**config.mk**
```make
export PLATFORM = sky130hd
export DESIGN_NAME = sd_spi_protocol_decoder
export DESIGN_NICKNAME = d
export VERILOG_FILES = /design/src/hw/rtl/sdspi_pkg.sv /design/src/hw/rtl/sdspi_decode.sv /design/src/hw/rtl/sdspi_queue.sv /design/src/hw/rtl/sd_spi_protocol_decoder.sv
export SDC_FILE = /design/constraint.sdc
export NUM_CORES = 2
export LEC_CHECK = 0
export ABC_CLOCK_PERIOD_IN_PS = 9850
export BUFFER_PORTS_ARGS = -buffer_cell sky130_fd_sc_hd__buf_4
export CAP_MARGIN = 20
export CORE_ASPECT_RATIO = 0.75
export CORE_MARGIN = 3
export CORE_UTILIZATION = 64
export CTS_BUF_LIST = sky130_fd_sc_hd__clkbuf_8
export DETAILED_ROUTE_END_ITERATION = 16
export GPL_ROUTABILITY_DRIVEN = 0
export PLACE_DENSITY_LB_ADDON = 0.1
export SYNTH_ARGS = -nofsm -noshare
export SYNTH_HDL_FRONTEND = slang
export SYNTH_SLANG_ARGS = --single-unit
export TNS_END_PERCENT = 100
```
**constraint.sdc**
```tcl
create_clock -name clk_i -period 9.85 [get_ports clk_i]
set_clock_uncertainty 0.05 [all_clocks]
set_input_delay 0.4925 -clock clk_i [delete_from_list [all_inputs] [get_ports clk_i]]
set_output_delay 0.4925 -clock clk_i [all_outputs]
set_load 0.01 [all_outputs]
```
**src/hw/rtl/sdspi_pkg.sv**
```systemverilog
// ----------------------------------------------------------------------------
// sdspi_pkg
// Shared types, constants and helpers of the SD card SPI-mode decoder.
// ----------------------------------------------------------------------------
`default_nettype none

package sdspi_pkg;

  localparam int unsigned MaxBlockLen = 4096;
  localparam int unsigned SampleBits  = 48;
  localparam int unsigned SpanW       = 48;

  localparam logic [SpanW-1:0] SpanMask = (SampleBits >= SpanW) ? {SpanW{1'b1}} :
      SpanW'((64'd1 << SampleBits) - 64'd1);

  localparam logic [5:0] CmdGoIdle   = 6'd0;
  localparam logic [5:0] CmdOpCond   = 6'd1;
  localparam logic [5:0] CmdSendCsd  = 6'd9;
  localparam logic [5:0] CmdSendCid  = 6'd10;
  localparam logic [5:0] CmdBlockLen = 6'd16;
  localparam logic [5:0] CmdRead     = 6'd17;
  localparam logic [5:0] CmdWrite    = 6'd24;
  localparam logic [5:0] CmdSilent   = 6'd49;
  localparam logic [5:0] CmdAppCmd   = 6'd55;
  localparam logic [5:0] CmdCrcOnOff = 6'd59;

  localparam logic [7:0] DrAccepted = 8'h05;
  localparam logic [7:0] DrCrcRej   = 8'h0b;
  localparam logic [7:0] DrWrRej    = 8'h0d;

  localparam logic [3:0] EvKnownCmd = 4'd0;
  localparam logic [3:0] EvRawCmd   = 4'd1;
  localparam logic [3:0] EvR1       = 4'd2;
  localparam logic [3:0] EvRdStart  = 4'd3;
  localparam logic [3:0] EvRdData   = 4'd4;
  localparam logic [3:0] EvRdCrc    = 4'd5;
  localparam logic [3:0] EvWrStart  = 4'd6;
  localparam logic [3:0] EvWrData   = 4'd7;
  localparam logic [3:0] EvAccepted = 4'd8;
  localparam logic [3:0] EvCrcRej   = 4'd9;
  localparam logic [3:0] EvWrRej    = 4'd10;
  localparam logic [3:0] EvDataResp = 4'd11;
  localparam logic [3:0] EvBusy     = 4'd12;
  localparam logic [3:0] EvCsd      = 4'd13;
  localparam logic [3:0] EvCid      = 4'd14;

  localparam logic [7:0] ClsR1  = 8'd128;
  localparam logic [7:0] ClsBit = 8'd133;

  typedef struct packed {
    logic [3:0]       event_kind;
    logic [7:0]       ann_class;
    logic [5:0]       command_index;
    logic             app_command;
    logic [31:0]      argument;
    logic [7:0]       token_crc;
    logic [7:0]       status_byte;
    logic [SpanW-1:0] span_start;
    logic [SpanW-1:0] span_end;
    logic             last;
  } res_t;

  typedef struct packed {
    logic [1:0]     n;
    res_t [1:0]     res;
  } push_t;

  function automatic res_t mk_res(logic [3:0] kind, logic [7:0] cls, logic [7:0] status,
                                  logic [SpanW-1:0] s0, logic [SpanW-1:0] s1);
    res_t r;
    r             = '0;
    r.event_kind  = kind;
    r.ann_class   = cls;
    r.status_byte = status;
    r.span_start  = s0;
    r.span_end    = s1;
    return r;
  endfunction

endpackage

`default_nettype wire

```
**src/hw/rtl/sdspi_decode.sv**
```systemverilog
// ----------------------------------------------------------------------------
// sdspi_decode
// Front end: parses one sniffed byte pair per cycle while accept_i is high and pushes results.
// ----------------------------------------------------------------------------
`default_nettype none

module sdspi_decode #(
  parameter int unsigned MaxBlockLen = sdspi_pkg::MaxBlockLen,
  parameter int unsigned SampleBits  = sdspi_pkg::SampleBits
) (
  input  wire logic                        clk_i,
  input  wire logic                        rst_ni,
  input  wire logic                        accept_i,
  input  wire logic                        mode_i,
  input  wire logic                        mosi_valid_i,
  input  wire logic [7:0]                  mosi_byte_i,
  input  wire logic                        miso_valid_i,
  input  wire logic [7:0]                  miso_byte_i,
  input  wire logic [sdspi_pkg::SpanW-1:0] first_smp_i,
  input  wire logic [sdspi_pkg::SpanW-1:0] last_smp_i,
  output sdspi_pkg::push_t                 push_o
);

  localparam logic [3:0] PhIdle  = 4'd0;
  localparam logic [3:0] PhToken = 4'd1;
  localparam logic [3:0] PhCsd   = 4'd2;
  localparam logic [3:0] PhCid   = 4'd3;
  localparam logic [3:0] PhSkip  = 4'd4;
  localparam logic [3:0] PhR1    = 4'd5;
  localparam logic [3:0] PhRd    = 4'd6;
  localparam logic [3:0] PhWr    = 4'd7;
  localparam logic [3:0] PhDresp = 4'd8;
  localparam logic [3:0] PhBusy  = 4'd9;

  localparam int unsigned W = sdspi_pkg::SpanW;
  localparam int unsigned C = $clog2(MaxBlockLen + 4);
  localparam logic [C-1:0] CntSat = C'(MaxBlockLen + 3);
  localparam logic [C-1:0] MaxLen = C'(MaxBlockLen);
  localparam logic [C-1:0] DefLen = (MaxBlockLen < 512) ? MaxLen : C'(512);
  localparam logic [W-1:0] SMask  = (SampleBits >= W) ? {W{1'b1}} :
      W'((64'd1 << SampleBits) - 64'd1);

  logic [3:0]   phase_q, phase_d;
  logic [2:0]   tcnt_q, tcnt_d;
  logic [7:0]   tb_q [6];
  logic [7:0]   tb_d [6];
  logic         app_q, app_d, rdp_q, rdp_d, wrp_q, wrp_d;
  logic         rss_q, rss_d, wss_q, wss_d, bf_q, bf_d;
  logic [C-1:0] bc_q, bc_d, bl_q, bl_d;
  logic [W-1:0] cspan_q, cspan_d, dspan_q, dspan_d, crcs_q, crcs_d;
  logic [W-1:0] bss_q, bss_d, bse_q, bse_d;

  logic [7:0]     mosi, miso, m5;
  logic [W-1:0]   ss, es;
  logic [2:0]     cnt;
  logic [5:0]     cmd;
  logic [31:0]    arg;
  logic [C-1:0]   bl_eff, bc_inc;
  logic [C:0]     bl_w, bc_w;
  sdspi_pkg::res_t r0, r1;
  logic [1:0]     n;

  always_comb begin
    mosi   = mosi_valid_i ? mosi_byte_i : 8'h00;
    miso   = miso_valid_i ? miso_byte_i : 8'h00;
    m5     = miso & 8'h1f;
    ss     = first_smp_i & SMask;
    es     = last_smp_i & SMask;
    bc_inc = (bc_q < CntSat) ? bc_q + C'(1) : bc_q;
    bl_eff = (bc_q == '0 && bl_q == '0) ? DefLen : bl_q;
    bl_w   = {1'b0, bl_eff};
    bc_w   = {1'b0, bc_inc};
    cnt    = '0;
    cmd    = '0;
    arg    = '0;
    phase_d = phase_q; tcnt_d = tcnt_q; tb_d = tb_q;
    app_d = app_q; rdp_d = rdp_q; wrp_d = wrp_q; rss_d = rss_q; wss_d = wss_q;
    bf_d = bf_q; bc_d = bc_q; bl_d = bl_q;
    cspan_d = cspan_q; dspan_d = dspan_q; crcs_d = crcs_q; bss_d = bss_q; bse_d = bse_q;
    r0 = '0; r1 = '0; n = 2'd0;

    if (mode_i) begin
      phase_d = PhIdle; tcnt_d = '0;
      rdp_d = 1'b0; wrp_d = 1'b0; rss_d = 1'b0; wss_d = 1'b0;
    end else if ((phase_q == PhIdle && mosi != 8'hff) || phase_q == PhToken) begin
      cnt = (phase_q == PhIdle) ? 3'd0 : tcnt_q;
      phase_d = PhToken;
      if (cnt == 3'd0) cspan_d = ss;
      tb_d[cnt] = mosi;
      if (cnt < 3'd5) begin
        tcnt_d = cnt + 3'd1;
      end else begin
        tcnt_d = '0;
        cmd = tb_q[0][5:0];
        arg = {tb_q[1], tb_q[2], tb_q[3], tb_q[4]};
        phase_d = PhR1;
        if (cmd != sdspi_pkg::CmdSilent) begin
          if (cmd inside {sdspi_pkg::CmdGoIdle, sdspi_pkg::CmdOpCond, sdspi_pkg::CmdSendCsd,
                          sdspi_pkg::CmdSendCid, sdspi_pkg::CmdBlockLen, sdspi_pkg::CmdRead,
                          sdspi_pkg::CmdWrite, sdspi_pkg::CmdAppCmd,
                          sdspi_pkg::CmdCrcOnOff}) begin
            r0 = sdspi_pkg::mk_res(sdspi_pkg::EvKnownCmd, {2'b00, cmd}, 8'h00, cspan_q, es);
          end else begin
            r0 = sdspi_pkg::mk_res(sdspi_pkg::EvRawCmd, {1'b0, app_q, cmd}, 8'h00,
                                   cspan_q, es);
          end
          r0.command_index = cmd;
          r0.app_command   = app_q;
          r0.argument      = arg;
          r0.token_crc     = mosi;
          n = 2'd1;
          case (cmd)
            sdspi_pkg::CmdGoIdle, sdspi_pkg::CmdOpCond, sdspi_pkg::CmdCrcOnOff: ;
            sdspi_pkg::CmdSendCsd: begin bc_d = '0; phase_d = PhCsd; end
            sdspi_pkg::CmdSendCid: begin bc_d = '0; phase_d = PhCid; end
            sdspi_pkg::CmdBlockLen: bl_d = (arg > 32'(MaxBlockLen)) ? MaxLen : arg[C-1:0];
            sdspi_pkg::CmdRead: begin rdp_d = 1'b1; rss_d = 1'b0; bc_d = '0; end
            sdspi_pkg::CmdWrite: begin wrp_d = 1'b1; wss_d = 1'b0; bc_d = '0; end
            sdspi_pkg::CmdAppCmd: app_d = 1'b1;
            default: phase_d = PhSkip;
          endcase
        end
      end
    end else begin
      case (phase_q)
        PhIdle: ;
        PhCsd: begin
          if (bc_q == '0) cspan_d = ss;
          bc_d = bc_inc;
          if (bc_inc >= C'(20)) begin
            r0 = sdspi_pkg::mk_res(sdspi_pkg::EvCsd, {2'b00, sdspi_pkg::CmdSendCsd}, 8'h00,
                                   (bc_q == '0) ? ss : cspan_q, es);
            n = 2'd1; bc_d = '0; phase_d = PhIdle;
          end
        end
        PhCid: begin
          bc_d = bc_inc;
          if (bc_inc >= C'(16)) begin
            r0 = sdspi_pkg::mk_res(sdspi_pkg::EvCid, {2'b00, sdspi_pkg::CmdSendCid}, 8'h00,
                                   cspan_q, es);
            n = 2'd1; bc_d = '0; phase_d = PhR1;
          end
        end
        PhSkip: phase_d = PhR1;
        PhR1: begin
          if (miso != 8'hff) begin
            r0 = sdspi_pkg::mk_res(sdspi_pkg::EvR1, sdspi_pkg::ClsR1, miso, ss, es);
            n = 2'd1;
            phase_d = rdp_q ? PhRd : (wrp_q ? PhWr : PhIdle);
            if (tb_q[0][5:0] != sdspi_pkg::CmdAppCmd) app_d = 1'b0;
          end
        end
        PhRd: begin
          if (rss_q) begin
            if (bc_q == '0) begin dspan_d = ss; bl_d = bl_eff; end
            bc_d = bc_inc;
            if (bc_w == bl_w) begin
              r0 = sdspi_pkg::mk_res(sdspi_pkg::EvRdData, {2'b00, sdspi_pkg::CmdRead}, 8'h00,
                                     (bc_q == '0) ? ss : dspan_q, es);
              n = 2'd1;
            end else if (bc_w == bl_w + (C+1)'(1)) begin
              crcs_d = ss;
            end else if (bc_w == bl_w + (C+1)'(2)) begin
              r0 = sdspi_pkg::mk_res(sdspi_pkg::EvRdCrc, {2'b00, sdspi_pkg::CmdRead}, 8'h00,
                                     crcs_q, es);
              n = 2'd1; phase_d = PhIdle;
            end
          end else if (miso == 8'hfe) begin
            r0 = sdspi_pkg::mk_res(sdspi_pkg::EvRdStart, {2'b00, sdspi_pkg::CmdRead}, 8'h00,
                                   ss, es);
            n = 2'd1; rss_d = 1'b1; bc_d = '0;
          end
        end
        PhWr: begin
          if (wss_q) begin
            if (bc_q == '0) begin dspan_d = ss; bl_d = bl_eff; end
            bc_d = bc_inc;
            if (bc_w >= bl_w) begin
              r0 = sdspi_pkg::mk_res(sdspi_pkg::EvWrData, {2'b00, sdspi_pkg::CmdWrite}, 8'h00,
                                     (bc_q == '0) ? ss : dspan_q, es);
              n = 2'd1; bc_d = '0; phase_d = PhDresp;
            end
          end else if (mosi == 8'hfe) begin
            r0 = sdspi_pkg::mk_res(sdspi_pkg::EvWrStart, {2'b00, sdspi_pkg::CmdWrite}, 8'h00,
                                   ss, es);
            n = 2'd1; wss_d = 1'b1; bc_d = '0;
          end
        end
        PhDresp: begin
          if ((m5 & 8'h11) == 8'h01) begin
            if (m5 == sdspi_pkg::DrAccepted || m5 == sdspi_pkg::DrCrcRej ||
                m5 == sdspi_pkg::DrWrRej) begin
              r0 = sdspi_pkg::mk_res((m5 == sdspi_pkg::DrAccepted) ? sdspi_pkg::EvAccepted :
                                     (m5 == sdspi_pkg::DrCrcRej) ? sdspi_pkg::EvCrcRej :
                                     sdspi_pkg::EvWrRej, sdspi_pkg::ClsBit, m5, ss, es);
              n = 2'd1;
            end
            if (wrp_q) begin
              if (n == 2'd1) begin
                r1 = sdspi_pkg::mk_res(sdspi_pkg::EvDataResp, {2'b00, sdspi_pkg::CmdWrite},
                                       m5, ss, es);
                n  = 2'd2;
              end else begin
                r0 = sdspi_pkg::mk_res(sdspi_pkg::EvDataResp, {2'b00, sdspi_pkg::CmdWrite},
                                       m5, ss, es);
                n  = 2'd1;
              end
              phase_d = PhBusy; bf_d = 1'b1;
            end else begin
              phase_d = PhIdle;
            end
          end
        end
        PhBusy: begin
          if (miso != 8'h00) begin
            if (wrp_q) begin
              r0 = sdspi_pkg::mk_res(sdspi_pkg::EvBusy, {2'b00, sdspi_pkg::CmdWrite}, 8'h00,
                                     bss_q, bse_q);
              n = 2'd1;
            end
            phase_d = PhIdle;
          end else if (bf_q) begin
            bss_d = ss; bf_d = 1'b0;
          end else begin
            bse_d = es;
          end
        end
        default: phase_d = PhIdle;
      endcase
    end
    if (n == 2'd2) r1.last = 1'b1;
    else           r0.last = 1'b1;
  end

  assign push_o.n      = accept_i ? n : 2'd0;
  assign push_o.res[0] = r0;
  assign push_o.res[1] = r1;

  always_ff @(posedge clk_i or negedge rst_ni) begin
    if (!rst_ni) begin
      phase_q <= PhIdle; tcnt_q <= '0; app_q <= 1'b0; rdp_q <= 1'b0; wrp_q <= 1'b0;
      rss_q <= 1'b0; wss_q <= 1'b0; bf_q <= 1'b0; bc_q <= '0; bl_q <= '0;
      cspan_q <= '0; dspan_q <= '0; crcs_q <= '0; bss_q <= '0; bse_q <= '0;
    end else if (accept_i) begin
      phase_q <= phase_d; tcnt_q <= tcnt_d; app_q <= app_d; rdp_q <= rdp_d;
      wrp_q <= wrp_d; rss_q <= rss_d; wss_q <= wss_d; bf_q <= bf_d;
      bc_q <= bc_d; bl_q <= bl_d; cspan_q <= cspan_d; dspan_q <= dspan_d;
      crcs_q <= crcs_d; bss_q <= bss_d; bse_q <= bse_d;
    end
  end

  always_ff @(posedge clk_i) begin
    if (accept_i) tb_q <= tb_d;
  end

endmodule

`default_nettype wire

```
**src/hw/rtl/sdspi_queue.sv**
```systemverilog
// ----------------------------------------------------------------------------
// sdspi_queue
// Back end: result queue taking up to two results per cycle, one out.
// ----------------------------------------------------------------------------
`default_nettype none

module sdspi_queue (
  input  wire logic             clk_i,
  input  wire logic             rst_ni,
  input  wire sdspi_pkg::push_t push_i,
  output logic                  room_o,
  output logic                  valid_o,
  input  wire logic             ready_i,
  output sdspi_pkg::res_t       res_o
);

  localparam int unsigned Depth = 8;
  localparam int unsigned AW    = $clog2(Depth);

  sdspi_pkg::res_t mem_q [Depth];
  logic [AW-1:0]   wptr_q, rptr_q;
  logic [AW:0]     cnt_q;
  logic            pop;

  assign valid_o = cnt_q != '0;
  assign pop     = valid_o && ready_i;
  assign room_o  = cnt_q <= (AW+1)'(Depth - 2);
  assign res_o   = mem_q[rptr_q];

  always_ff @(posedge clk_i) begin
    if (push_i.n != 2'd0) mem_q[wptr_q] <= push_i.res[0];
    if (push_i.n == 2'd2) mem_q[wptr_q + AW'(1)] <= push_i.res[1];
  end

  always_ff @(posedge clk_i or negedge rst_ni) begin
    if (!rst_ni) begin
      wptr_q <= '0;
      rptr_q <= '0;
      cnt_q  <= '0;
    end else begin
      wptr_q <= wptr_q + AW'(push_i.n);
      if (pop) rptr_q <= rptr_q + AW'(1);
      cnt_q <= cnt_q + (AW+1)'(push_i.n) - (AW+1)'(pop);
    end
  end

endmodule

`default_nettype wire

```
**src/hw/rtl/sd_spi_protocol_decoder.sv**
```systemverilog
// ----------------------------------------------------------------------------
// sd_spi_protocol_decoder
// SD card SPI-mode decoder: sniffed byte pairs in, annotation events out.
// ----------------------------------------------------------------------------
// channel  dir  tdata                                 tuser       tlast
// s_axis   in   spi byte pair and sample span         mode        -
// m_axis   out  decoded fields and annotated span     event_kind  last of item
//
// One byte pair per cycle while s_axis_tready is high; the parser state is registered.
// An item makes zero to two results, pushed into an eight-entry queue.
// Results are registered in the queue and reach m_axis in order, behind older results.
// s_axis_tready drops while fewer than two queue entries are free.
// Reset is asynchronous active low and clears the parse state and queue.
// ----------------------------------------------------------------------------
`default_nettype none

module sd_spi_protocol_decoder #(
  parameter int unsigned MaxBlockLen = sdspi_pkg::MaxBlockLen,
  parameter int unsigned SampleBits  = sdspi_pkg::SampleBits
) (
  input  wire logic         clk_i,
  input  wire logic         rst_ni,
  input  wire logic         s_axis_tvalid,
  output logic              s_axis_tready,
  // mosi_valid, mosi_byte, miso_valid, miso_byte, first_sample, last_sample
  input  wire logic [119:0] s_axis_tdata,
  // mode
  input  wire logic [0:0]   s_axis_tuser,
  output logic              m_axis_tvalid,
  input  wire logic         m_axis_tready,
  // ann_class, command_index, app_command, argument, token_crc, status_byte,
  // span_start, span_end
  output logic [159:0]      m_axis_tdata,
  // event_kind
  output logic [3:0]        m_axis_tuser,
  output logic              m_axis_tlast
);

  sdspi_pkg::push_t push;
  sdspi_pkg::res_t  res;
  logic             room, accept;

  assign s_axis_tready = room;
  assign accept        = s_axis_tvalid && room;

  sdspi_decode #(
    .MaxBlockLen (MaxBlockLen),
    .SampleBits  (SampleBits)
  ) u_decode (
    .clk_i,
    .rst_ni,
    .accept_i       (accept),
    .mode_i         (s_axis_tuser[0]),
    .mosi_valid_i   (s_axis_tdata[0]),
    .mosi_byte_i    (s_axis_tdata[8:1]),
    .miso_valid_i   (s_axis_tdata[9]),
    .miso_byte_i    (s_axis_tdata[17:10]),
    .first_smp_i    (s_axis_tdata[65:18]),
    .last_smp_i     (s_axis_tdata[113:66]),
    .push_o         (push)
  );

  sdspi_queue u_queue (
    .clk_i,
    .rst_ni,
    .push_i  (push),
    .room_o  (room),
    .valid_o (m_axis_tvalid),
    .ready_i (m_axis_tready),
    .res_o   (res)
  );

  assign m_axis_tdata = {1'b0, res.span_end, res.span_start, res.status_byte, res.token_crc,
                         res.argument, res.app_command, res.command_index, res.ann_class};
  assign m_axis_tuser = res.event_kind;
  assign m_axis_tlast = res.last;

endmodule

`default_nettype wire

```
==> results.md <==
* CTS root buf: sky130_fd_sc_hd__clkbuf_8
* Clock-pin transition on the worst setup and hold timing paths at 0.07 ns
* Aggregate global-route resource usage at 0.390
* Number of max-capacitance violations reported at 0
* Cell types with the largest area share after synthesis: sky130_fd_sc_hd__edfxtp_1 35%, sky130_fd_sc_hd__dfxtp_1 12%, sky130_fd_sc_hd__mux4_2 9.6%
* Largest buffer count on any clock path at 3
* Portion of synthesized cell area occupied by the leading cell type at 0.349
* Total Negative Setup Slacks at 0 ns
* Wire length per cell at 30.8 um
* Transition time at the pin with the least slew margin at 1.19 ns
* Vias at just under 60000
* Startpoint types: flip-flop
* # IOs at 292
* Worst hold slack across all endpoints at about 0.10 ns
* Gate count after technology mapping at 6036
* Peak supply drop at 0.217 mV
* Met3 WL post-DR at 32.6 mm
* Antenna violations before repair at 20
* Number of hold violations in the final report at 0
* Layout cell share with drive strength beyond 1 at 0.241
* Cell with the most instances after synthesis: sky130_fd_sc_hd__edfxtp_1
* Leakage power total at 32.2 nW
* Overall overflow remaining after global route at 0
* Synthesis-to-finish area growth at 11.4%
* Horizontal die dimension at 406 um
* Max Freq at roughly 0.14 GHz
* Top layer in use: met5
* Portion of the clock cycle consumed by the worst path in the final layout at 0.731
* Number of remaining DRC errors at 0
* Largest driver fanout on the critical path at 72
* Arr. time, crit path at ~7.7 ns
* Pre-Repair DR Iteration Count at 9
* Post-synth design cell area at 76900 um2
* Relative slew margins at 0.205
* Skew-Pair Late Insertion Delay at 0.97 ns
* M1 wire length at a little over 90 mm
* Total wirelength of the detailed-routed design at 245 mm
* Classification of the worst setup path: flip-flop to flip-flop
* Predominant post-synthesis flop cell: sky130_fd_sc_hd__edfxtp_1
* Number of flops mapped to enable cells by yosys at approximately 890
* Portion of the post-synthesis area used by sequential elements at 0.560
* CTS tree: built
* Setup fix buffers added after clock tree synthesis at 0
* Number of buffers inserted during clock tree synthesis at 237
* Unrepaired setup endpoints after global routing: false
* Largest net degree at the start of global routing at 131
* Number of nets still failing antenna checks after routing at 0
* Filler cells at 7979
* Multi-input combinational cell area at 31400 um2
* Run status: finished, final reports clean
* Vias in the first global route at around 57000
* Number of distinct library cell variants in the gate-level netlist after synthesis at 94
* Area of all sequential standard cells at 43100 um2
* Critical Path RT at 10.39 ns
* Yosys synthesis warning count at 0
* Row Count at 109
* Wire length of the first global-routing pass at 363 mm
* Type of destination of the critical path: flip-flop
* Die Y-Extent at 306 um
* Depth of the CTS H-tree at 4
* Total met2 wirelength after detailed routing at 110 mm
* Total Nets Final at 6333
* Core box area at 119000 um2
* Avg Vias per Cell at 7.35
* Post-synthesis average cell area at 12.7 um2
* Net Count, Synth at roughly 6200
* Initial cell density of the core at 0.649
* Number of sinks on the clock net at 1631
* Power per unit of standard cell area at 186 nW/um2
* Most common library cells after synthesis: 894 x sky130_fd_sc_hd__edfxtp_1, 451 x sky130_fd_sc_hd__a22o_1, 448 x sky130_fd_sc_hd__dfxtp_1
* Violation count after the first detailed-route iteration at 8918
* Number of pins with negative max-slew slack in the final report at 0
* Synthesis-stage register bit count at 1631
* Share of flip-flops with an asynchronous set or reset after synthesis at 0.177
* Biggest area consumer among synthesized cells: sky130_fd_sc_hd__edfxtp_1
* PortBufs at 284
* Min Tclk post-route at a little over 7 ns
* Path category of the worst min-delay check: primary input to asynchronous set/reset pin
* Final HPWL DP at between 100 and 150 mm
* Flop2flop setup slack at 2.65 ns
* Die area at 124000 um2
* Endpoints failing setup at 0
[state kept, by name (all words and copies together) (netlist names), 3 cells and up]
| signal | cells |
|---|---|
| u_decode.bc_q | 13 |
| u_decode.bl_q | 13 |
| u_decode.bse_q | 48 |
| u_decode.bss_q | 48 |
| u_decode.crcs_q | 48 |
| u_decode.cspan_q | 48 |
| u_decode.dspan_q | 48 |
| u_decode.phase_q | 4 |
| u_decode.tb_q | 38 |
| u_decode.tcnt_q | 3 |
| u_queue.cnt_q | 4 |
| u_queue.mem_q | 1304 |
| u_queue.rptr_q | 3 |
| u_queue.wptr_q | 3 |
[critical path: stages (launching register included)]
cell and delay [ns]:
sky130_fd_sc_hd__dfrtp_1 0.54, sky130_fd_sc_hd__nor4_2 0.44, sky130_fd_sc_hd__nand4_1 0.17, sky130_fd_sc_hd__nand2_1 0.15, sky130_fd_sc_hd__nor2_1 0.05, sky130_fd_sc_hd__a21oi_1 0.36, sky130_fd_sc_hd__inv_1 0.10, sky130_fd_sc_hd__ha_1 0.33
sky130_fd_sc_hd__nand2b_1 0.08, sky130_fd_sc_hd__a211oi_1 0.07, sky130_fd_sc_hd__o41ai_1 0.27, sky130_fd_sc_hd__a31oi_1 0.19, sky130_fd_sc_hd__o21bai_1 0.75, sky130_fd_sc_hd__o211ai_1 0.29, sky130_fd_sc_hd__a211o_1 0.40, sky130_fd_sc_hd__a21boi_1 0.65
sky130_fd_sc_hd__nand2_2 0.06, sky130_fd_sc_hd__buf_4 0.46, sky130_fd_sc_hd__nand2_4 0.71, sky130_fd_sc_hd__buf_12 0.58
[worst paths after layout]
check                           depth (start not counted)                                  to                               start
worst max-delay path                                   19      u_queue.mem_q[5][37]$_DFFE_PP_        u_decode.bc_q[6]$_DFFE_PN0P_
worst min-delay path                                    3     u_decode.crcs_q[32]$_DFFE_PN0P_                              rst_ni
worst max register to register                         19      u_queue.mem_q[5][37]$_DFFE_PP_        u_decode.bc_q[6]$_DFFE_PN0P_
worst min register to register                          2  u_queue.mem_q[4][149]$_SDFFE_PP0N_  u_queue.mem_q[4][149]$_SDFFE_PP0N_
max in group asynchronous                               4      u_decode.bse_q[19]$_DFFE_PN0P_                              rst_ni
min in group clk_i                                      2         u_decode.tb_q[15]$_DFFE_PP_                     s_axis_tdata[0]
[metal layers]
layer | GRT usage | up-vias
met4 | 0.176 | 6
li1 | - | 24100
met3 | 0.0889 | 795
met1 | 0.550 | 28900
met2 | 0.584 | 4587
met5 | 0 | -
[cell families after synthesis]
| family | after synthesis | synth area share |
|---|---|---|
| DFF | 1631 | 0.560 |
| xor gates and xnor gates | 46 | 0.00566 |
| buffers and inverters | 672 | 0.0367 |
| AOI/OAI and AO/OA | 1806 | 0.167 |
| adders and majority gates | 35 | 0.00589 |
| other | 1 | 0.0000488 |
| muxes | 745 | 0.157 |
| and+or+nand+nor | 1100 | 0.0681 |
[power by group]
| part | total [W] | switching [W] | internal (W) |
|---|---|---|---|
| sequential | 0.00749 | 0.000242 | 0.00725 |
| combinational | 0.00313 | 0.00161 | 0.00152 |
| clock | 0.00527 | 0.00269 | 0.00258 |
[cell type report]
type	instances	share of cell area
Clock buffer	270	0.0434
Sequential cell	1631	0.503
Tap cell	1554	0.0227
Multi-Input combinational cell	3733	0.366
Timing Repair Buffer	519	0.0524
Antenna cell	14	0.000409
Inverter	51	0.00223
Clock inverter	177	0.00977
[layout by cell type (no fill, tap or decap), types with 23 or more instances in the layout]
cell                            count
sky130_fd_sc_hd__edfxtp_1         894
sky130_fd_sc_hd__a22o_1           451
sky130_fd_sc_hd__dfxtp_1          448
sky130_fd_sc_hd__o21ai_0          443
sky130_fd_sc_hd__mux2_2           405
sky130_fd_sc_hd__buf_4            378
sky130_fd_sc_hd__nand2_1          375
sky130_fd_sc_hd__nand3_1          363
sky130_fd_sc_hd__mux4_2           326
sky130_fd_sc_hd__dfrtp_1          285
sky130_fd_sc_hd__o2bb2ai_1        272
sky130_fd_sc_hd__clkbuf_8         270
sky130_fd_sc_hd__o22ai_1          238
sky130_fd_sc_hd__a21oi_1          154
sky130_fd_sc_hd__inv_1            144
sky130_fd_sc_hd__nor2_1           135
sky130_fd_sc_hd__dlygate4sd3_1    113
sky130_fd_sc_hd__a222oi_1          48
sky130_fd_sc_hd__o21ai_1           47
sky130_fd_sc_hd__clkinv_1          46
sky130_fd_sc_hd__ha_1              33
sky130_fd_sc_hd__nor3_1            29
sky130_fd_sc_hd__xnor2_1           29
sky130_fd_sc_hd__a211o_1           26
sky130_fd_sc_hd__clkinv_2          24
sky130_fd_sc_hd__a211oi_1          23
sky130_fd_sc_hd__buf_12            23
[per-stage QoR]
stage                     power [W]  instances  setup slack, ns  instance area [um2]  utilization
final                        0.0159       7949             2.65                85700        0.723
after global routing         0.0164       7944             2.52                85600        0.723
after CTS                    0.0159       7930             2.89                85600        0.722
after detailed placement     0.0107       7369             2.91                79800        0.674
after global placement       0.0107       7369             3.02                79800        0.674
after floorplan             0.00960       6036             3.14                76900            -
[what timing repair did]
action,CTS,global route
hold buffers,114,0
gates resized for setup,0,0
hold endpoints to repair,905,0
Power figures use the tool's default switching activity.
